**src/rtl/rmq_pkg.sv**
```systemverilog
// Shared types and constants for the rotation matrix to quaternion block.
// No dependencies.
package rmq_pkg;

	localparam int Q_W    = 32;
	localparam int DIFF_W = 34;
	localparam int MAG_W  = 33;

	localparam logic [MAG_W-1:0] LIM_POS = 33'h0_7FFF_FFFF;
	localparam logic [MAG_W-1:0] LIM_NEG = 33'h0_8000_0000;
	localparam logic [Q_W-1:0]   SAT_HI  = 32'h7FFF_FFFF;

	typedef enum logic [1:0] {
		BR_TRACE = 2'd0,
		BR_X     = 2'd1,
		BR_Y     = 2'd2,
		BR_Z     = 2'd3
	} branch_t;

	typedef struct packed {
		branch_t    big;
		logic       invalid;
		logic [2:0] neg;
	} ctl_t;

endpackage

```
**src/rtl/rmq_front.sv**
```systemverilog
// Input stage: branch selection, radicand and the three signed sums.
// Depends on rmq_pkg.
module rmq_front import rmq_pkg::*; #(
	parameter int FRAC_BITS = 30,
	localparam int RW = ((FRAC_BITS > 33) ? FRAC_BITS : 33) + 3,
	localparam int XW = RW - 1 + FRAC_BITS
) (
	input  logic                    clk,
	input  logic                    arst_n,
	input  logic                    en,
	input  logic                    in_v,
	input  logic signed [Q_W-1:0]   m00, m01, m02, m10, m11, m12, m20, m21, m22,
	output logic                    v_s1,
	output logic [XW-1:0]           rad_s1,
	output logic [2:0][MAG_W-1:0]   mag_s1,
	output ctl_t                    ctl_s1
);

	localparam logic signed [RW-1:0] ONE = RW'(1) << FRAC_BITS;

	logic signed [DIFF_W-1:0] e00, e01, e02, e10, e11, e12, e20, e21, e22;
	logic signed [DIFF_W-1:0] tr, sel;
	logic signed [DIFF_W-1:0] d [3];
	logic signed [RW-1:0]     r;
	branch_t                  big;
	logic                     bad;

	always_comb begin
		e00 = DIFF_W'(m00); e01 = DIFF_W'(m01); e02 = DIFF_W'(m02);
		e10 = DIFF_W'(m10); e11 = DIFF_W'(m11); e12 = DIFF_W'(m12);
		e20 = DIFF_W'(m20); e21 = DIFF_W'(m21); e22 = DIFF_W'(m22);
		tr = e00 + e11 + e22;
		if (tr > 0) begin
			big = BR_TRACE; sel = tr;
			d[0] = e21 - e12; d[1] = e02 - e20; d[2] = e10 - e01;
		end else if (e00 > e11 && e00 > e22) begin
			big = BR_X; sel = e00 - e11 - e22;
			d[0] = e21 - e12; d[1] = e01 + e10; d[2] = e02 + e20;
		end else if (e11 > e22) begin
			big = BR_Y; sel = e11 - e00 - e22;
			d[0] = e02 - e20; d[1] = e01 + e10; d[2] = e12 + e21;
		end else begin
			big = BR_Z; sel = e22 - e00 - e11;
			d[0] = e10 - e01; d[1] = e02 + e20; d[2] = e12 + e21;
		end
		r = ONE + RW'(sel);
		bad = (r <= 0);
	end

	always_ff @(posedge clk or negedge arst_n) begin
		if (!arst_n) begin
			v_s1 <= 1'b0;
		end else if (en) begin
			v_s1 <= in_v;
		end
	end

	always_ff @(posedge clk) begin
		if (en) begin
			rad_s1 <= bad ? '0 : {r[RW-2:0], {FRAC_BITS{1'b0}}};
			for (int k = 0; k < 3; k++) begin
				mag_s1[k] <= d[k][DIFF_W-1] ? MAG_W'(-d[k]) : MAG_W'(d[k]);
			end
			ctl_s1.big     <= big;
			ctl_s1.invalid <= bad;
			ctl_s1.neg     <= {d[2][DIFF_W-1], d[1][DIFF_W-1], d[0][DIFF_W-1]};
		end
	end

endmodule

```
**config.mk**
```make
export PLATFORM = sky130hd
export DESIGN_NAME = rmq_front
export DESIGN_NICKNAME = d
export VERILOG_FILES = /design/src/rtl/rmq_pkg.sv /design/src/rtl/rmq_front.sv
export SDC_FILE = /design/constraint.sdc
export NUM_CORES = 1
export LEC_CHECK = 0
export ABC_AREA = 0
export BUFFER_PORTS_ARGS = -buffer_cell sky130_fd_sc_hd__buf_2
export CAP_MARGIN = 20
export CORE_MARGIN = 2
export CORE_UTILIZATION = 61
export CTS_BUF_LIST = sky130_fd_sc_hd__clkbuf_4 sky130_fd_sc_hd__clkbuf_8 sky130_fd_sc_hd__clkbuf_16
export CTS_CLUSTER_SIZE = 10
export DETAILED_ROUTE_END_ITERATION = 8
export PLACE_DENSITY = 0.87
export SETUP_SLACK_MARGIN = 0.5
export SYNTH_ARGS = -nofsm -noshare
export SYNTH_HDL_FRONTEND = slang
export SYNTH_SLANG_ARGS = --single-unit
```
**constraint.sdc**
```tcl
create_clock -name clk -period 0.9 [get_ports clk]
set_input_delay 0.135 -clock clk [delete_from_list [all_inputs] [get_ports clk]]
set_output_delay 0.135 -clock clk [all_outputs]
set_load 0.01 [all_outputs]
```
==> metrics.md, run 1 <==
| Metric | Value |
|---|---|
| Htree depth | `4` |
| Post-DP HPWL | `163000 µm` |
| GRT Resource Usage Total | `117%` |
| First-pass GRT wire length | `503000 µm` |
| Outcome | `stopped before the end` |
| Post-synth EDFFs | `140` |
| Stop Error | `[ERROR GRT-0116] Global routing finished with congestion. Check the congestion regions in the DRC Viewer.` |
| Die X | `241 µm` |
| Synthesized cell area | `34400 µm²` |
| Fraction of the mapped netlist area in adder cells | `26.8%` |
| Largest net degree at the start of global routing | `38` |
| Stopping stage | `global routing (5_1_grt)` |
| Clk buf depth | `2` |
| IO Port Bufs | `432` |
| Top FF cell, synth | `edfxtp_1` |
| Number of global-route vias before repair | `71200` |
| Synth Area in Compound Gates | `23.7%` |
| Core Rows | `87` |
| FFs w/ async S/R, synth | `0.709%` |
| Largest family of logic cells by synthesized area | `adder cells` |
| Synth Area in Simple Gates | `17.7%` |
| Avg Cell Area, Syn | `7.93 µm²` |
| I/O pin total | `463` |
| Seq/Total Area, Yosys | `12.3%` |
| YS warnings | `0` |
| Synthesized netlist cell count | `4333` |
| RD Place Congestion | `1.20` |
| Initial Utilization | `61.3%` |
| XOR/XNOR share of the synthesized area | `8.92%` |
| Multiplexer share of the synthesized area | `3.64%` |
| Clock tree sinks | `141` |
| TritonCTS buffer count | `17` |
| Total gr overflow | `10700` |
| Root Driver | `clkbuf_16` |
| Distinct cell type count of the synthesized netlist | `93` |
| Die Y | `241 µm` |
| Yosys reg bits | `141` |
[layer usage]
metal  overflow  GRT usage (%)
met1        213           93.1
met2       8811            176
met3        163           79.4
met4       1505            127
met5         20           65.6
[cell usage after synthesis, types with 44 or more instances]
cell	number	area (µm²)
ha_1	515	6440
inv_1	377	1420
a21oi_1	370	1850
nand2_1	312	1170
nor2_1	308	1160
xnor2_1	248	2170
o21ai_0	212	1060
edfxtp_1	140	4200
fa_1	135	2700
clkbuf_1	131	492
nor3_1	111	556
xor2_1	102	893
mux2i_1	97	971
a21o_1	87	653
nand3_1	84	420
a31oi_1	64	400
nand2b_1	61	382
nor2b_1	56	350
a211oi_1	55	413
o211ai_1	55	413
nor4_1	46	288
o21a_1	46	345
o21bai_1	44	330
[what timing repair did]
| action | CTS |
|---|---|
| endpoints found under the setup margin | 336 |
| pin swaps | 145 |
| gates resized for setup | 557 |
| buffers inserted | 108 |
| cloned | 18 |
| hold endpoints to repair | 3 |
| hold buffers | 1 |
[kinds of logic after synthesis]
logic type,after synthesis
AOI/OAI and AO/OA,1242
DFF,141
other,1
buffers and inverters,586
xor gates and xnor gates,350
adders and majority gates,656
muxes,122
and+or+nand+nor,1235
[through the flow]
step	setup TNS [ps]	cells	util, %	area, µm²	setup slack [ps]
after CTS	-635010	7237	97.9	54900	-4600
after detailed placement	-712460	7079	89.9	50400	-5460
after global placement	-652150	7078	89.9	50400	-5060
after floorplan	-577870	4363	-	35200	-4760
==> run 2: changes to the inputs <==
CORE_UTILIZATION = 40   (was 61)
CTS_BUF_LIST = not set   (was sky130_fd_sc_hd__clkbuf_4 sky130_fd_sc_hd__clkbuf_8 sky130_fd_sc_hd__clkbuf_16)
CTS_CLUSTER_SIZE = not set   (was 10)
PLACE_DENSITY = not set   (was 0.87)
PLACE_DENSITY_LB_ADDON = 0.15   (was not set)
SETUP_SLACK_MARGIN = not set   (was 0.5)
==> run 2 against run 1 <==
Compared with the run above: the flow now finishes, with violations (setup timing); synthesized cell count stayed put; area after synthesis stayed put.
==> metrics.md, run 2 <==
| Metric | Value |
|---|---|
| Synth top area share | `18.7%` |
| Slew Limit Fails | `0` |
| Pre-antenna DRT Iters | `6` |
| Worst skew pair latency | `450 ps` |
| Die Y | `297 µm` |
| Post-DP HPWL | `133000 µm` |
| Routed Antenna Nets | `0` |
| Share of cells above drive strength 1 | `41.9%` |
| Final Critical Period | `5400 ps` |
| Largest net degree at the start of global routing | `39` |
| Most frequent cells in the layout | `buf_4, ha_1, buf_2` |
| Yosys reg bits | `141` |
| I/O pin total | `463` |
| Dominant cell by count in the synthesized netlist | `ha_1` |
| Die X | `297 µm` |
| Total core area | `85100 µm²` |
| WP data arrival | `5610 ps` |
| Highest clock rate | `185 MHz` |
| Drt wl/cell | `20.2 µm` |
| Vias per cell | `5.33` |
| GRT Resource Usage Total | `33.5%` |
| Most common cell after layout, fill and taps aside | `buf_4` |
| Peak supply drop | `1520 µV` |
| Critical-path maximum fanout | `7` |
| Clk buf depth | `2` |
| Tcrit/Tclk final | `600%` |
| Biggest register | `mag_s1` |
| Area Growth Syn to Fin | `60.2%` |
| Leading area contributor after synthesis | `ha_1` |
| FFs w/ async S/R, synth | `0.709%` |
| Final setup fails | `280` |
| Drt total wl | `156000 µm` |
| Power Total | `99700 µW` |
| IO Port Bufs | `432` |
| Critical Path RT | `1110 ps` |
| Vias | `41200` |
| Number of global-route vias before repair | `40900` |
| Clock tree sinks | `141` |
| First-pass GRT wire length | `230000 µm` |
| Max reg flops | `99` |
| Total gr overflow | `0` |
| Leakage power | `0.0270 µW` |
| Post-synth EDFFs | `140` |
| Initial drt markers | `2866` |
| Max cap viols | `0` |
| Leading cell types by count after synthesis | `ha_1, inv_1, a21oi_1` |
| Hold Fails Final Rpt | `0` |
| Outcome | `finished with violations` |
| Core Rows | `107` |
| RD Place Congestion | `1.08` |
| Slew margin rel. | `46.5%` |
| Unrepaired setup endpoints after global routing | `true` |
| DIE AREA | `88300 µm²` |
| Initial Utilization | `40.4%` |
| YS warnings | `0` |
| Synthesized netlist cell count | `4333` |
| CP endpoint kind | `register` |
| Worst setup path class | `in2reg` |
| Avg Cell Area, Syn | `7.93 µm²` |
| DRC violations left | `0` |
| TritonCTS buffer count | `17` |
| Antenna violations before repair | `11` |
| Top cells by area, synth | `ha_1, edfxtp_1, fa_1` |
| TritonCTS clock tree | `built` |
| Distinct cell type count of the synthesized netlist | `93` |
| Final Skew | `0 ps` |
| Synthesized cell area | `34400 µm²` |
| Clock Pin Slew Worst Setup and Hold Paths | `60 ps` |
| Top FF cell, synth | `edfxtp_1` |
| Root Driver | `clkbuf_16` |
| Seq/Total Area, Yosys | `12.3%` |
| Hold Slack | `59.2 ps` |
| Setup WS post-layout | `-4500 ps` |
| Regs by FF count | `mag_s1 x99, rad_s1 x35, ctl_s1 x6` |
| Hold crit path type | `in2reg` |
| NumNets Final | `7509` |
| Measured slew at the worst slew-check pin | `782 ps` |
| PwrDens | `1810 nW/µm²` |
| Htree depth | `4` |
| CP startpoint kind | `input port` |
| Failing checks | `setup timing` |
-- run 2: cell counts after synthesis --
Identical to the previous run, type by type.
-- run 2: report_power, final --
group          internal (µW)  switching, µW  leakage, µW  total, µW
Clock                   4620           3070     0.000291       7690
Sequential             11600           3370      0.00138      15000
Combinational          37600          39400       0.0253      77000
-- run 2: stage by stage --
| step | utilization (%) | setup WS [ps] | cells | TNS [ps] | area [µm²] |
|---|---|---|---|---|---|
| 2_1_floorplan | - | -4760 | 4363 | -577870 | 35200 |
| 6_report | 64.7 | -4500 | 7728 | -640110 | 55100 |
| 3_5_place_dp | 61.1 | -5470 | 7609 | -709050 | 52000 |
| 3_3_place_gp | 61.1 | -5330 | 7609 | -697120 | 52000 |
| 4_1_cts | 62.4 | -4560 | 7655 | -640070 | 53100 |
| 5_1_grt | 64.7 | -4610 | 7724 | -656950 | 55100 |
-- run 2: cell type report --
cell class | count | area (µm²)
fillers | 7556 | 30100
multi-input cells | 3636 | 29700
repair buffers | 2392 | 17700
flip-flops and latches | 141 | 4230
inverters | 379 | 1460
well taps | 1144 | 1430
clock buffers | 17 | 425
clock inverters | 15 | 194
diodes | 4 | 10.0
-- run 2: kinds of logic (layout without fill, tap and decap cells) --
group,after synthesis,in the layout,share of synthesized area (%)
AOI/OAI and AO/OA,1242,1242,23.7
and+or+nand+nor,1235,1235,17.7
adders and majority gates,656,656,26.8
buffers and inverters,586,2803,6.90
xor gates and xnor gates,350,350,8.92
DFF,141,141,12.3
muxes,122,122,3.64
other,1,35,0.0109
-- run 2: worst max-delay path, cell delays in order --
cell and delay (ps):
buf_8 100, fa_1 470, ha_2 210, fa_2 370
or2_4 250, a311oi_4 300, buf_4 200, buf_6 90
o21a_4 140, buf_6 110, o21ai_4 60, a41o_1 210
or4_4 450, a31oi_4 230, nand4bb_4 150, buf_4 170
o21ai_4 240, buf_4 170, mux2i_1 100, a2111o_1 390
or4_4 460, o211ai_4 220, buf_6 170, buf_16 150
nor2_1 50
-- run 2: per-layer routing --
| layer | part of all wire [%] | wire (µm) | global-route usage, % | up-vias |
|---|---|---|---|---|
| met5 | 0.037 | 58 | 0 | - |
| met4 | 7.5 | 11700 | 21.7 | 8 |
| met3 | 5.8 | 9020 | 3.62 | 425 |
| met2 | 49 | 76300 | 60.3 | 1477 |
| met1 | 38 | 58700 | 37.6 | 19400 |
| li1 | - | - | - | 19900 |
-- run 2: what timing repair did --
item                                    CTS  global route
endpoints found under the setup margin  280           280
resized for setup                        85           271
setup buffers                             9            64
hold endpoints to repair                  2             0
pin swaps                                27           104
hold buffers                              3             0
cloned                                    2             9
-- run 2: worst paths after layout --
kind / from / end / slack (ps) / cells after the start
worst max-delay path: m11[1] / rad_s1[49]$_SDFFCE_PP0P_ / -4500 / 25
min in group asynchronous: arst_n / v_s1$_DFFE_PN0P_ / 510 / 3
worst min-delay path: en / mag_s1[24]$_DFFE_PP_ / 60 / 2
max in group asynchronous: arst_n / v_s1$_DFFE_PN0P_ / 280 / 3
worst min register to register: v_s1$_DFFE_PN0P_ / v_s1$_DFFE_PN0P_ / 510 / 1
worst max register to register: v_s1$_DFFE_PN0P_ / v_s1$_DFFE_PN0P_ / 160 / 1
Power figures use the tool's default switching activity.
==> run 3: changes to the inputs <==
CORE_ASPECT_RATIO = 1.25   (was not set)
==> run 3 against run 2 <==
Compared with the run above: the flow still finishes with violations (setup timing); sequential power shrank 3%; worst hold slack gained 14 ps; power increased by 3.8%; cell count shrank 0.70%; combinational power increased by 5.1%; non-clock buffer count is 6 lower; global-route usage is 1.5 points higher; register-to-register slack about the same; wire length is 2.9% higher; first-iteration DRC count is 2.5% lower.
==> metrics.md, run 3 (synthesized netlist as in run 2, its figures left out) <==
| Metric | Value |
|---|---|
| R2r startpoint | `v_s1$_DFFE_PN0P_` |
| Outcome | `finished with violations` |
| Initial drt markers | `2794` |
| Most common cell after layout, fill and taps aside | `buf_4` |
| Placed Area | `51800 µm²` |
| Hold Path Sink | `v_s1$_DFFE_PN0P_` |
| Leakage power | `0.0273 µW` |
| Htree depth | `4` |
| Worst setup path class | `in2reg` |
| Initial Utilization | `40.2%` |
| TritonCTS buffer count | `17` |
| Post-Layout Inst Area | `55700 µm²` |
| Final Critical Period | `5680 ps` |
| CP startpoint kind | `input port` |
| Clk buf depth | `2` |
| Max cap viols | `0` |
| R2R setup slack | `160 ps` |
| First-pass GRT wire length | `238000 µm` |
| Vias per cell | `5.38` |
| Most frequent cells in the layout | `buf_4, ha_1, buf_2` |
| PwrDens | `1860 nW/µm²` |
| Share of cells above drive strength 1 | `42.4%` |
| DIE AREA | `88300 µm²` |
| Slew margin rel. | `44.5%` |
| Final Skew | `0 ps` |
| Die Y | `332 µm` |
| Slew Limit Fails | `0` |
| Pre-antenna DRT Iters | `6` |
| Final setup TNS | `-650000 ps` |
| Final setup fails | `280` |
| DRC violations left | `0` |
| Largest net degree at the start of global routing | `39` |
| Number of global-route vias before repair | `42200` |
| Highest clock rate | `176 MHz` |
| Regs by FF count | `mag_s1 x99, rad_s1 x35, ctl_s1 x6` |
| Antenna violations before repair | `9` |
| Tcrit/Tclk final | `632%` |
| Measured slew at the worst slew-check pin | `827 ps` |
| Drt wl/cell | `20.9 µm` |
| Core Rows | `120` |
| Worst Hold Launch | `en` |
| Total gr overflow | `0` |
| Critical Path RT | `1100 ps` |
| Failing checks | `setup timing` |
| TritonCTS clock tree | `built` |
| Die X | `266 µm` |
| CP endpoint kind | `register` |
| Vias | `41300` |
| RD Place Congestion | `1.03` |
| Clock tree sinks | `141` |
| Worst Hold Path Cells | `2` |
| Worst skew pair latency | `450 ps` |
| Biggest register | `mag_s1` |
| Setup WS post-layout | `-4780 ps` |
| Area Growth Syn to Fin | `62.1%` |
| GRT Resource Usage Total | `35.1%` |
| FF-to-FF path depth | `1` |
| I/O pin total | `463` |
| Post-DP HPWL | `135000 µm` |
| IO Port Bufs | `432` |
| Hold crit path type | `in2reg` |
| Root Driver | `clkbuf_16` |
| Total core area | `85400 µm²` |
| WP data arrival | `5880 ps` |
| NumNets Final | `7503` |
| Routed Antenna Nets | `0` |
| Peak supply drop | `1810 µV` |
| Unrepaired setup endpoints after global routing | `true` |
| Max reg flops | `99` |
| Hold Fails Final Rpt | `0` |
| Drt total wl | `160000 µm` |
| Clock Pin Slew Worst Setup and Hold Paths | `60 ps` |
| Critical-path maximum fanout | `7` |
| R2r endpoint | `v_s1$_DFFE_PN0P_` |
==> run 3: cell types whose count changed in the layout (fill, tap and decap cells not counted), sizes merged, moves of 2 or more <==
cell / delta
buf: -3
clkbuf: -3
clkinv: -2
clkinvlp: -3
==> run 3: worst max-delay path by stage <==
stage                     cells past startpoint   start                       end
after CTS                                    22  m22[1]  rad_s1[32]$_SDFFCE_PP0P_
final                                        22  m22[1]  rad_s1[38]$_SDFFCE_PP0P_
after global routing                         25  m00[0]  rad_s1[32]$_SDFFCE_PP0P_
after detailed placement                     21  m00[1]  rad_s1[53]$_SDFFCE_PP0P_
after floorplan                              27  m00[1]      mag_s1[94]$_DFFE_PP_
after global placement                       21  m00[1]  rad_s1[53]$_SDFFCE_PP0P_
==> run 3: metrics by stage <==
step | cells | util [%] | power [µW] | hold WS [ps] | setup slack (ps)
floorplan | 4363 | - | 46900 | -161 | -4760
global placement | 7528 | 60.6 | 82100 | -90.4 | -5740
detailed placement | 7528 | 60.6 | 82600 | -85.8 | -5790
CTS | 7628 | 64.0 | 98400 | 57.7 | -4650
global route | 7672 | 65.2 | 109000 | 64.4 | -4870
finish | 7674 | 65.2 | 104000 | 73.0 | -4780
==> run 3: per-layer routing <==
| layer | GRT usage, % | up-vias | wire (µm) |
|---|---|---|---|
| met5 | 0 | - | 43 |
| met4 | 20.4 | 8 | 11200 |
| met3 | 2.85 | 391 | 8580 |
| met1 | 40.3 | 19600 | 61400 |
| met2 | 63.3 | 1445 | 79000 |
| li1 | - | 19800 | - |
==> run 3: worst max-delay path, stage by stage <==
cell       delay, ps
buf_8            100
fa_1             470
ha_2             220
fa_2             370
or2_1            230
a311oi_2         220
buf_4            180
xnor2_2           70
or4_4            540
a2111oi_4        200
buf_4            160
nor4b_4          260
nand4_1          260
buf_4            210
o21a_4           260
or3_1            370
a2111o_1         420
or4_4            530
o211ai_4         260
buf_6            190
buf_12           170
a211oi_2          40
==> run 3: area by class of cell <==
cell class | instances | area, µm²
clock inverters | 11 | 191
diodes | 3 | 7.51
multi-input cells | 3636 | 30000
repair buffers | 2386 | 18000
well taps | 1098 | 1370
inverters | 379 | 1450
flip-flops and latches | 141 | 4230
clock buffers | 20 | 437
fillers | 7542 | 29700
==> run 3: timing repair <==
action,in CTS,in global routing
hold buffers,4,0
endpoints found under the hold margin,3,0
cloned,7,2
setup endpoints to repair,280,280
setup buffers,65,55
gates resized for setup,339,165
pin swaps,141,100
==> run 3: power breakdown <==
part	internal [µW]	total, µW	switching, µW	leakage, µW
clock network	4900	8080	3180	0.000298
registers	11600	14500	2970	0.00138
logic	39700	80900	41200	0.0256
